## config.mk

```make
export PLATFORM = sky130hd
export DESIGN_NAME = rc4_stream_cipher_unit
export DESIGN_NICKNAME = d
export VERILOG_FILES = /design/src/rtl/core/rc4_pkg.sv /design/src/rtl/core/rc4_stream_cipher_unit.sv /design/src/rtl/core/rc4_seq.sv
export SDC_FILE = /design/constraint.sdc
export NUM_CORES = 2
export LEC_CHECK = 0
export BUFFER_PORTS_ARGS = -buffer_cell sky130_fd_sc_hd__buf_2
export CELL_PAD_IN_SITES_DETAIL_PLACEMENT = 1
export CELL_PAD_IN_SITES_GLOBAL_PLACEMENT = 1
export CORE_MARGIN = 3
export CORE_UTILIZATION = 38
export CTS_CLUSTER_DIAMETER = 150
export DETAILED_ROUTE_END_ITERATION = 10
export PLACE_DENSITY_LB_ADDON = 0.1
export RECOVER_POWER = 25
export SKIP_CTS_REPAIR_TIMING = 1
export SLEW_MARGIN = 0
export SYNTH_ARGS = -nofsm -noshare
export SYNTH_HDL_FRONTEND = slang
export SYNTH_SLANG_ARGS = --single-unit
```

## constraint.sdc

```tcl
create_clock -name clk -period 19.05 [get_ports clk]
set_input_delay 3.81 -clock clk [delete_from_list [all_inputs] [get_ports clk]]
set_output_delay 3.81 -clock clk [all_outputs]
set_load 0.05 [all_outputs]
```

## src/rtl/core/rc4_pkg.sv

```systemverilog
// Shared types, constants and the microprogram of the RC4 cipher engine.
// No dependencies; used by rc4_seq and rc4_stream_cipher_unit.
package rc4_pkg;

	localparam int BYTE_W            = 8;
	localparam int KEY_LEN_W         = 9;
	localparam int DEF_MAX_KEY_BYTES = 256;
	localparam logic [KEY_LEN_W-1:0] KEY_LEN_RESET = 9'd16;
	localparam logic [BYTE_W-1:0]    LAST_BYTE     = 8'hFF;

	// item kinds carried in tuser
	localparam logic CMD_KEY  = 1'b0;
	localparam logic CMD_DATA = 1'b1;

	localparam int STEP_W = 4;

	typedef enum logic [STEP_W-1:0] {
		ST_IDLE = 4'd0,
		ST_INIT = 4'd1,
		ST_K0   = 4'd2,
		ST_K1   = 4'd3,
		ST_K2   = 4'd4,
		ST_K3   = 4'd5,
		ST_KE   = 4'd6,
		ST_P0   = 4'd7,
		ST_P1   = 4'd8,
		ST_P2   = 4'd9,
		ST_P3   = 4'd10
	} step_t;

	typedef enum logic [1:0] {I_HOLD, I_INC, I_ACC_INC, I_CLR} i_op_t;
	typedef enum logic [1:0] {J_HOLD, J_CLR, J_KSA, J_PRGA} j_op_t;
	typedef enum logic [1:0] {N_HOLD, N_CLR, N_INC} n_op_t;
	typedef enum logic [1:0] {KP_HOLD, KP_CLR, KP_INC} kp_op_t;
	typedef enum logic [2:0] {RA_I_NEXT, RA_N, RA_N_NEXT, RA_J, RA_T} ra_sel_t;
	typedef enum logic [1:0] {WA_N, WA_I, WA_J} wa_sel_t;
	typedef enum logic [1:0] {WD_N, WD_RD, WD_SI} wd_sel_t;
	typedef enum logic [2:0] {BR_NEXT, BR_GOTO, BR_LOOP_N, BR_DISPATCH, BR_WAIT_OUT} br_t;

	typedef struct packed {
		logic     in_ready;
		i_op_t    i_op;
		j_op_t    j_op;
		n_op_t    n_op;
		kp_op_t   kp_op;
		logic     si_ld;
		logic     t_ld;
		logic     s_re;
		ra_sel_t  ra_sel;
		logic     s_we;
		wa_sel_t  wa_sel;
		wd_sel_t  wd_sel;
		logic     out_ld;
		br_t      br;
		step_t    target;
	} ctrl_t;

	typedef struct packed {
		logic in_acc;
		logic cmd;
		logic som;
		logic n_last;
		logic out_free;
	} status_t;

	localparam ctrl_t UC_NOP = '{
		in_ready: 1'b0, i_op: I_HOLD, j_op: J_HOLD, n_op: N_HOLD, kp_op: KP_HOLD,
		si_ld: 1'b0, t_ld: 1'b0, s_re: 1'b0, ra_sel: RA_N, s_we: 1'b0,
		wa_sel: WA_N, wd_sel: WD_N, out_ld: 1'b0, br: BR_GOTO, target: ST_IDLE
	};

	// control store: one word per step
	function automatic ctrl_t ucode(input step_t step);
		ctrl_t w;
		w = UC_NOP;
		unique case (step)
			ST_IDLE: begin
				w.in_ready = 1'b1;
				w.i_op     = I_ACC_INC;
				w.n_op     = N_CLR;
				w.s_re     = 1'b1;
				w.ra_sel   = RA_I_NEXT;
				w.br       = BR_DISPATCH;
				w.target   = ST_P1;
			end
			ST_INIT: begin
				w.s_we   = 1'b1;
				w.wa_sel = WA_N;
				w.wd_sel = WD_N;
				w.n_op   = N_INC;
				w.j_op   = J_CLR;
				w.kp_op  = KP_CLR;
				w.br     = BR_LOOP_N;
				w.target = ST_INIT;
			end
			ST_K0: begin
				w.s_re   = 1'b1;
				w.ra_sel = RA_N;
				w.br     = BR_NEXT;
			end
			ST_K1: begin
				w.j_op   = J_KSA;
				w.si_ld  = 1'b1;
				w.s_re   = 1'b1;
				w.ra_sel = RA_J;
				w.kp_op  = KP_INC;
				w.br     = BR_NEXT;
			end
			ST_K2: begin
				w.s_we   = 1'b1;
				w.wa_sel = WA_N;
				w.wd_sel = WD_RD;
				w.br     = BR_NEXT;
			end
			ST_K3: begin
				w.s_we   = 1'b1;
				w.wa_sel = WA_J;
				w.wd_sel = WD_SI;
				w.s_re   = 1'b1;
				w.ra_sel = RA_N_NEXT;
				w.n_op   = N_INC;
				w.br     = BR_LOOP_N;
				w.target = ST_K1;
			end
			ST_KE: begin
				w.i_op = I_CLR;
				w.j_op = J_CLR;
				w.br   = BR_NEXT;
			end
			ST_P0: begin
				w.i_op   = I_INC;
				w.s_re   = 1'b1;
				w.ra_sel = RA_I_NEXT;
				w.br     = BR_NEXT;
			end
			ST_P1: begin
				w.j_op   = J_PRGA;
				w.si_ld  = 1'b1;
				w.s_re   = 1'b1;
				w.ra_sel = RA_J;
				w.br     = BR_NEXT;
			end
			ST_P2: begin
				w.s_we   = 1'b1;
				w.wa_sel = WA_I;
				w.wd_sel = WD_RD;
				w.t_ld   = 1'b1;
				w.s_re   = 1'b1;
				w.ra_sel = RA_T;
				w.br     = BR_NEXT;
			end
			ST_P3: begin
				w.s_we   = 1'b1;
				w.wa_sel = WA_J;
				w.wd_sel = WD_SI;
				w.out_ld = 1'b1;
				w.br     = BR_WAIT_OUT;
				w.target = ST_IDLE;
			end
			default: begin
				w.br     = BR_GOTO;
				w.target = ST_IDLE;
			end
		endcase
		return w;
	endfunction

endpackage

```

## src/rtl/core/rc4_stream_cipher_unit.sv

```systemverilog
// RC4 cipher engine top level: handshakes, key store, permutation memory, datapath.
// Depends on rc4_pkg and rc4_seq.
//
// Usage: items arrive on the s_ channel. tuser[0] is the kind: key items write
// tdata[15:8] into the key store at tdata[7:0] (indices at or above MAX_KEY_BYTES
// are dropped) and produce nothing. Data items carry a byte in tdata[15:8] and
// return exactly one item on the m_ channel: that byte XOR the next keystream
// byte. A data item with tuser[1] set (start of message) first rebuilds the
// permutation from the first key_length key bytes and clears i and j.
// key_length is written through cfg_wr_en / cfg_wr_data while the engine is idle;
// 0 acts as 1 and values above MAX_KEY_BYTES saturate.
// Steps: a key item is taken in the idle step. A data item is accepted in the idle
// step (read of S[i]); then P1 reads S[j], P2 writes S[i] and reads S[t], and P3
// writes S[j] and loads the result, as the one-read one-write permutation memory
// requires; only then does the engine take the next item. A start-of-message item
// first runs the identity fill (INIT), the key schedule (K0, K1-K3 per entry), KE, P0.
// The output register holds one result; the next item is accepted while it waits,
// and the sequencer holds in its last step only if that register is still full.
// Reset clears the indices, the key length (to 16) and the output valid; the key
// store and permutation are not cleared, so a message must start with a key schedule.
module rc4_stream_cipher_unit import rc4_pkg::*; #(
	parameter int MAX_KEY_BYTES = DEF_MAX_KEY_BYTES
) (
	input  logic                 clk,
	input  logic                 arst_n,
	input  logic                 cfg_wr_en,
	input  logic [KEY_LEN_W-1:0] cfg_wr_data,   // key_length
	input  logic                 s_tvalid,
	output logic                 s_tready,
	input  logic [15:0]          s_tdata,       // [7:0] key_index, [15:8] value
	input  logic [1:0]           s_tuser,       // [0] cmd, [1] start_of_message
	output logic                 m_tvalid,
	input  logic                 m_tready,
	output logic [7:0]           m_tdata        // [7:0] data_out
);

	localparam int KIDX_W = $clog2(MAX_KEY_BYTES);

	ctrl_t   ctrl;
	status_t sts;

	// configuration
	logic [KEY_LEN_W-1:0] key_len_q;
	logic [KEY_LEN_W-1:0] key_last;

	// datapath registers
	logic [BYTE_W-1:0] i_q, j_q, n_q;
	logic [BYTE_W-1:0] si_q, t_q, val_q, rd_q, key_rd_q, out_q;
	logic [KIDX_W-1:0] kp_q;
	logic              m_tvalid_q;

	logic [BYTE_W-1:0] j_d, t_d, raddr, waddr, wdata, ks;
	logic              in_acc, out_free, key_we;
	logic              in_cmd, in_som;
	logic [BYTE_W-1:0] in_key_index, in_value;

	logic [BYTE_W-1:0] sbox_mem [256];
	logic [BYTE_W-1:0] key_mem  [MAX_KEY_BYTES];

	assign in_cmd       = s_tuser[0];
	assign in_som       = s_tuser[1];
	assign in_key_index = s_tdata[7:0];
	assign in_value     = s_tdata[15:8];

	assign s_tready = ctrl.in_ready;
	assign in_acc   = s_tvalid && ctrl.in_ready;
	assign out_free = !m_tvalid_q || m_tready;
	assign key_we   = in_acc && in_cmd == CMD_KEY
		&& {1'b0, in_key_index} < KEY_LEN_W'(MAX_KEY_BYTES);

	assign sts = '{in_acc: in_acc, cmd: in_cmd, som: in_som,
		n_last: n_q == LAST_BYTE, out_free: out_free};

	rc4_seq u_seq (
		.clk   (clk),
		.arst_n(arst_n),
		.sts   (sts),
		.ctrl  (ctrl)
	);

	// last key index used by the schedule: clamp 0 up to 1, saturate at the store size
	always_comb begin
		if (key_len_q == '0) begin
			key_last = '0;
		end else if (key_len_q > KEY_LEN_W'(MAX_KEY_BYTES)) begin
			key_last = KEY_LEN_W'(MAX_KEY_BYTES - 1);
		end else begin
			key_last = key_len_q - KEY_LEN_W'(1);
		end
	end

	always_comb begin
		case (ctrl.j_op)
			J_CLR:   j_d = '0;
			J_KSA:   j_d = j_q + rd_q + key_rd_q;
			J_PRGA:  j_d = j_q + rd_q;
			default: j_d = j_q;
		endcase
	end

	assign t_d = si_q + rd_q;
	// S[t] is read before S[j] is written back: patch that case
	assign ks  = (t_q == j_q) ? si_q : rd_q;

	always_comb begin
		case (ctrl.ra_sel)
			RA_I_NEXT: raddr = i_q + BYTE_W'(1);
			RA_N_NEXT: raddr = n_q + BYTE_W'(1);
			RA_J:      raddr = j_d;
			RA_T:      raddr = t_d;
			default:   raddr = n_q;
		endcase
		case (ctrl.wa_sel)
			WA_I:    waddr = i_q;
			WA_J:    waddr = j_q;
			default: waddr = n_q;
		endcase
		case (ctrl.wd_sel)
			WD_RD:   wdata = rd_q;
			WD_SI:   wdata = si_q;
			default: wdata = n_q;
		endcase
	end

	// permutation memory, write-first on an address clash
	always_ff @(posedge clk) begin
		if (ctrl.s_we) begin
			sbox_mem[waddr] <= wdata;
		end
		if (ctrl.s_re) begin
			if (ctrl.s_we && waddr == raddr) begin
				rd_q <= wdata;
			end else begin
				rd_q <= sbox_mem[raddr];
			end
		end
	end

	// key store
	always_ff @(posedge clk) begin
		if (key_we) begin
			key_mem[in_key_index[KIDX_W-1:0]] <= in_value;
		end
		key_rd_q <= key_mem[kp_q];
	end

	always_ff @(posedge clk or negedge arst_n) begin
		if (!arst_n) begin
			key_len_q  <= KEY_LEN_RESET;
			i_q        <= '0;
			j_q        <= '0;
			n_q        <= '0;
			kp_q       <= '0;
			m_tvalid_q <= 1'b0;
		end else begin
			if (cfg_wr_en) begin
				key_len_q <= cfg_wr_data;
			end
			case (ctrl.i_op)
				I_INC:     i_q <= i_q + BYTE_W'(1);
				I_CLR:     i_q <= '0;
				I_ACC_INC: begin
					if (in_acc && in_cmd == CMD_DATA) begin
						i_q <= i_q + BYTE_W'(1);
					end
				end
				default:   i_q <= i_q;
			endcase
			j_q <= j_d;
			case (ctrl.n_op)
				N_CLR:   n_q <= '0;
				N_INC:   n_q <= n_q + BYTE_W'(1);
				default: n_q <= n_q;
			endcase
			case (ctrl.kp_op)
				KP_CLR:  kp_q <= '0;
				KP_INC: begin
					if (KEY_LEN_W'(kp_q) == key_last) begin
						kp_q <= '0;
					end else begin
						kp_q <= kp_q + KIDX_W'(1);
					end
				end
				default: kp_q <= kp_q;
			endcase
			if (ctrl.out_ld && out_free) begin
				m_tvalid_q <= 1'b1;
			end else if (m_tready) begin
				m_tvalid_q <= 1'b0;
			end
		end
	end

	// payload registers
	always_ff @(posedge clk) begin
		if (in_acc) begin
			val_q <= in_value;
		end
		if (ctrl.si_ld) begin
			si_q <= rd_q;
		end
		if (ctrl.t_ld) begin
			t_q <= t_d;
		end
		if (ctrl.out_ld && out_free) begin
			out_q <= val_q ^ ks;
		end
	end

	assign m_tvalid = m_tvalid_q;
	assign m_tdata  = out_q;

endmodule

```

## src/rtl/core/rc4_seq.sv

```systemverilog
// Microsequencer: step counter, control store lookup and branch logic.
// Depends on rc4_pkg.
module rc4_seq import rc4_pkg::*; (
	input  logic    clk,
	input  logic    arst_n,
	input  status_t sts,
	output ctrl_t   ctrl
);

	step_t step_q;
	step_t step_d;
	step_t step_inc;

	assign step_inc = step_t'(step_q + STEP_W'(1));

	always_ff @(posedge clk or negedge arst_n) begin
		if (!arst_n) begin
			step_q <= ST_IDLE;
		end else begin
			step_q <= step_d;
		end
	end

	always_comb begin
		ctrl   = ucode(step_q);
		step_d = step_q;
		unique case (ctrl.br)
			BR_NEXT: step_d = step_inc;
			BR_GOTO: step_d = ctrl.target;
			BR_LOOP_N: begin
				step_d = sts.n_last ? step_inc : ctrl.target;
			end
			BR_DISPATCH: begin
				if (sts.in_acc && sts.cmd == CMD_DATA) begin
					step_d = sts.som ? ST_INIT : ctrl.target;
				end
			end
			BR_WAIT_OUT: begin
				if (sts.out_free) begin
					step_d = ctrl.target;
				end
			end
			default: step_d = ST_IDLE;
		endcase
	end

endmodule

```

---- Word-level counts from Yosys, hierarchy flattened ----
Memories as Yosys holds them, arrays and structs flattened. A register that Yosys moved wholly into a read port is not among the register bits.
Index checks and enable logic that the tools add are counted.
storage, ports and cells
  flip-flop bits (word level) ............. 78
  latch bits .............................. 0
  RAM bits ................................ 4096
  ROM bits ................................ 0
  input port bits ......................... 32
  output and inout port bits .............. 10
  logic and storage cells ................. 118
  memories kept ........................... 2
operators by class
  $add $sub $neg .......................... 8
  $mul .................................... 0
  divide/modulo/power cells ............... 0
  $lt $le $gt $ge ......................... 1
  eq/ne operators ......................... 37
  shifts and indexed selects .............. 0
  multiplexer cells ....................... 35
  bitwise gates (word level) .............. 2
  reduce and logical (&&, ||, !) cells .... 22
memories
  name      words  bits a word  read ports  clocked after memory_dff  write ports  line                          source
  key_mem   256    8            1           1                         1            rc4_stream_cipher_unit.sv:58  logic [BYTE_W-1:0] key_mem [MAX_KEY_BYTES];
  sbox_mem  256    8            1           1                         1            rc4_stream_cipher_unit.sv:57  logic [BYTE_W-1:0] sbox_mem [256];
operator list
  operator                                           count
  case mux 8 bit (2 select lines)                    4
  case mux 8 bit (3 select lines)                    2
  case mux 4 bit (5 select lines)                    2
  case mux 8 bit (4 select lines)                    1
  adder 8 x 1 -> 8 bit (second input constant)       3
  adder 8 bit                                        3
  two-way mux 8 bit                                  3
  case mux 5 bit (4 select lines)                    1
  two-way mux 9 bit                                  2
  == test 2 bit (second input constant)              8
  == test 4 x 3 -> 1 bit (second input constant)     4
  two-way mux 4 bit                                  4
  == test 2 x 1 -> 1 bit (second input constant)     6
  == test 3 x 2 -> 1 bit (second input constant)     4
  == test 4 bit (second input constant)              3
  case mux 2 bit (3 select lines)                    2
  case mux 3 bit (4 select lines)                    1
  case mux 4 bit (3 select lines)                    1
  two-way mux 1 bit                                  10
  OR reduction 2 bit                                 5
  == test 8 x 9 -> 1 bit                             1
  > comparator 9 bit (second input constant)         1
  zero test 9 bit                                    1
  subtractor 9 x 1 -> 9 bit (second input constant)  1
  other kinds (20)                                   32

---- Depth between registers and ports, before layout ----
  depth in word-level cells ............... 6
  gate-level depth with buffers ........... 20
  mapped depth without buffers ............ 16

---- Cells and area by module ----
From an unflattened synthesis, not the netlist that was laid out.
second synthesis, totals
  cell total of the unflattened synthesis .. 10303
  area, all modules ....................... 168699.3 µm²
by module, submodules not included
  module                  instances  cells each  area each (µm²)  seq. area each (µm²)
  rc4_stream_cipher_unit  1          10216       168037.4         125411.5
  rc4_seq                 1          87          661.9            100.1

---- Worst setup path after synthesis ----
Ideal clock, no wire load.
  kind .................................... reg-to-reg
  start ................................... register u_seq.step_q[1]
  end ..................................... memory sbox_mem[0][1] (data pin)
  setup time .............................. 2.197 ns
  arrival time ............................ 12.523 ns
  required time ........................... 16.853 ns
  path slack .............................. 4.329 ns
  cell stages (with the launch flop) ...... 13
  path buffers ............................ 4
  period minus slack after synthesis ...... 14.721 ns
  cell sequence ........................... dfrtp_1 inv_1 ha_1 buf_4 clkbuf_1 nand2_1 ha_1 o21ai_0 clkbuf_1 nand2_1 ha_1 buf_4 o21ai_0
on the way
  cells in the longest elaborated chain, start to end .. 5
  elaborated cells between the ends (all ways) .. 10
  those cells by class .................... eq/ne: 7; mux: 2; reduce/logical: 1
RTL lines
  item                                                     line                           source
  start: declaration                                       rc4_seq.sv:10                  step_t step_q;
  start signal: assignment                                 rc4_seq.sv:20                  step_q <= step_d;
  == test 4 x 3 -> 1 bit or == test 4 bit (tied branches)  rc4_pkg.sv:76                  unique case (step)
  OR reduction 2 bit (no line)                             n/a
  case mux 5 bit (4 select lines) *                        rc4_pkg.sv:76
  == test 2 bit or == test 2 x 1 -> 1 bit (tied branches)  rc4_stream_cipher_unit.sv:118  case (ctrl.wd_sel)
  case mux 8 bit (2 select lines) *                        rc4_stream_cipher_unit.sv:118
  via wdata[1]                                             rc4_stream_cipher_unit.sv:52   logic [BYTE_W-1:0] j_d, t_d, raddr, waddr, wdata, ks;
  end: declaration                                         rc4_stream_cipher_unit.sv:57
The timed path passes the listed nets; every way through them passes the cells marked *.

---- Worst setup path in the final report ----
  start ................................... input s_tdata[10]
  end ..................................... memory key_mem[229][2] (data pin)
RTL lines
  item                line                          source
  start: declaration  rc4_stream_cipher_unit.sv:30  input logic [15:0] s_tdata,
  end: declaration    rc4_stream_cipher_unit.sv:58
No word-level cell before the write port.

==> impl_metrics.env <==
export IMPL_status="finished, violations left"
export IMPL_violations="max-capacitance violations, max-slew violations"
export IMPL_synth_nets=10700
export IMPL_grt_max_degree=178
export IMPL_place_gp_congestion=0.871
export IMPL_core_mm2=0.440
export IMPL_netlist_instances=10600
export IMPL_dieArea_mm2=0.452
export IMPL_synth_common_cells="edfxtp_1 (4136), nand2_1 (1560), mux2i_1 (716)"
export IMPL_cts_root_buf="clkbuf_16"
export IMPL_finalCritPeriodShare=0.631
export IMPL_place_detailed_hpwl_mm=333
export IMPL_netlist_cell_type_count=104
export IMPL_startpoint_type="input pin"
export IMPL_synth_area_per_cell_um2=15.9
export IMPL_num_vias=98500
export IMPL_r2r_setup_slack_ns=9.12
export IMPL_hold_depth=2
export IMPL_synth_compound_area_frac=0.0537
export IMPL_drt_drc_violations_left=0
export IMPL_hold_path_class="register to register"
export IMPL_ff2ff_path_depth=13
export IMPL_power_total_mw=29.4
export IMPL_postRouteAntennaNets=0
export IMPL_r2r_end="sbox_mem[14][2]"
export IMPL_tightest_slew_ns=6.51
export IMPL_maxCapViolCount=21
export IMPL_synth_simple_area_share=0.0765
export IMPL_placementRows=243
export IMPL_cts_buffers=451
export IMPL_p_per_area_mw_per_mm2=155
export IMPL_postSynthRegisterBits=4190
export IMPL_yosysWarnings=0
export IMPL_finalSetupTns_ns=0
export IMPL_die_w_um=672
export IMPL_grt_pass1_vias=100000
export IMPL_hold_path_end="i_q[7]"
export IMPL_clock_sinks=4190
export IMPL_insertion_delay_ns=1.02
export IMPL_clockBufferDepth=4
export IMPL_grt_use_total=0.243
export IMPL_vias_per_cell=5.83
export IMPL_ctsHtreeMaxLevel=5
export IMPL_async_flop_share=0.0110
export IMPL_period_minus_slack_ns=12.01
export IMPL_synth_fa_ha_area_frac=0.00295
export IMPL_p_leak_nw=60.2
export IMPL_worstPathArrival_ns=12.65
export IMPL_post_dp_cell_area_mm2=0.175
export IMPL_yosysSeqAreaShare=0.745
export IMPL_die_y_um=672
export IMPL_netlist_area_leader_share=0.737
export IMPL_fmaxAchievable_ghz=0.0832
export IMPL_grt_ovfl_total=0
export IMPL_synth_area_leaders="edfxtp_1 (74%), mux4_2 (4.8%), mux2i_1 (4.3%)"
export IMPL_syn_cell_area_mm2=0.169
export IMPL_setup_ws_ns=7.04
export IMPL_yosys_area_share_xor_xnor=0.00281
export IMPL_pin_count=42
export IMPL_drtPass1Iterations=6
export IMPL_io_buffers=41
export IMPL_synth_area_leader_cell="edfxtp_1"
export IMPL_muxShareOfSynthArea=0.0990
export IMPL_fin_area_mm2=0.189
export IMPL_drive_gt1_frac=0.133
export IMPL_initial_core_util=0.383
export IMPL_antenna_found_initial=60
export IMPL_wl_per_cell_um=33.2
export IMPL_path_clk_slew_ns=0.06
export IMPL_crit_type="input pin to register"
export IMPL_timing_final_hold_violations=0
export IMPL_ys_flop_type="edfxtp_1"
export IMPL_yosysMostFrequentCell="edfxtp_1"
export IMPL_drt_iter0_drc=11100
export IMPL_synth_top_family_by_area="multiplexers"
export IMPL_cts_tree="built"
export IMPL_r2r_start="u_seq.step_q[1]"
export IMPL_grt_pass1_wl_mm=787
export IMPL_ir_drop_uv=204
export IMPL_fin_skew_ns=0.0589
export IMPL_slew_viol_final=1471
export IMPL_drt_wl_total_mm=561
export IMPL_rsz0062_at_grt="false"
export IMPL_min_from="i_q[7]"
export IMPL_synth_edf_count=4136
export IMPL_syn_to_final_growth_pct=12.4
export IMPL_nets=10700
export IMPL_relSlewSlack=-3.34
export IMPL_setup_viol=0
export IMPL_post_place_ws_ns=11.30
export IMPL_worstPathRequired_ns=19.69
export IMPL_crit_path_max_fanout=115
export IMPL_endpoint_kind="register"
## per-layer routing
layer,vias up,part of all wire,global-route usage
li1,41400,-,-
met1,53000,0.45,0.358
met2,3375,0.45,0.374
met3,716,0.070,0.0432
met4,20,0.025,0.0564
met5,-,0.00024,0
## sequential cells by signal (all words and copies together), names as in the netlist
signal	count
si_q	8
kp_q	8
m_tvalid	1
key_mem	2048
j_q	8
sbox_mem	2048
key_rd_q	8
i_q	8
n_q	8
t_q	8
key_len_q	9
m_tdata	8
val_q	8
rd_q	8
u_seq.step_q	4
## layout make-up
class,count,area (um2)
Timing Repair Buffer,252,2020
Multi-Input combinational cell,5676,40100
Sequential cell,4190,126000
Tap cell,5880,7360
Clock inverter,294,2510
Clock buffer,539,11700
Fill cell,42900,251000
Antenna cell,13,32.5
Inverter,55,206
## critical path: stages
cell and delay (ns):
clkbuf_1 4.34, clkbuf_1 3.12, buf_4 0.98
## kinds of logic after synthesis
logic type,Yosys count
compound gates,1352
buf+inv,720
simple gates,3029
fa+ha+maj,38
xor+xnor,54
mux,1203
flops,4190
## placed cells by master (no fill, tap or decap), types with 17 or more instances in the layout
master	instances
nand4_1	74
inv_1	54
o221ai_1	137
o2111ai_1	18
o211ai_1	24
edfxtp_1	4136
nor2_1	585
clkinvlp_4	17
a21oi_1	355
clkbuf_16	455
clkbuf_1	105
buf_12	23
o21ai_0	202
a311oi_1	38
buf_2	29
nand2_1	1547
xnor2_1	31
a211oi_1	55
buf_4	174
dfrtp_1	40
clkinv_1	105
a221oi_1	19
o22ai_1	134
clkinv_2	108
mux2i_1	716
bufinv_16	34
mux4_2	358
nor3_1	41
ha_1	35
and3_1	37
a32oi_1	99
nand3_1	581
a31oi_1	102
mux2_2	129
a22oi_1	29
xor2_1	23
## metrics by stage
| step | hold WS, ns | cells | utilization |
|---|---|---|---|
| floorplan | 0.500 | 10600 | - |
| global placement | 0.556 | 16100 | 0.398 |
| detailed placement | 0.583 | 16100 | 0.399 |
| CTS | 0.592 | 16900 | 0.431 |
| global route | 0.617 | 16900 | 0.431 |
| finish | 0.589 | 16900 | 0.431 |
## power by group
part	internal, mW	leakage (nW)	switching (mW)
clock	4.84	6.99	3.71
sequential	10.4	40.1	0.107
combinational	2.56	13.1	7.75
## worst max-delay path by stage
stage	from	end	slack, ns
after global placement	rd_q[0]	rd_q[1]	11.05
after detailed placement	u_seq.step_q[1]	rd_q[4]	11.30
after floorplan	u_seq.step_q[1]	sbox_mem[0][1]	4.33
final	s_tdata[10]	key_mem[229][2]	7.04
after CTS	u_seq.step_q[1]	rd_q[7]	11.29
after global routing	s_tdata[13]	key_mem[23][5]	6.34
(Power assumes the default switching activity.)
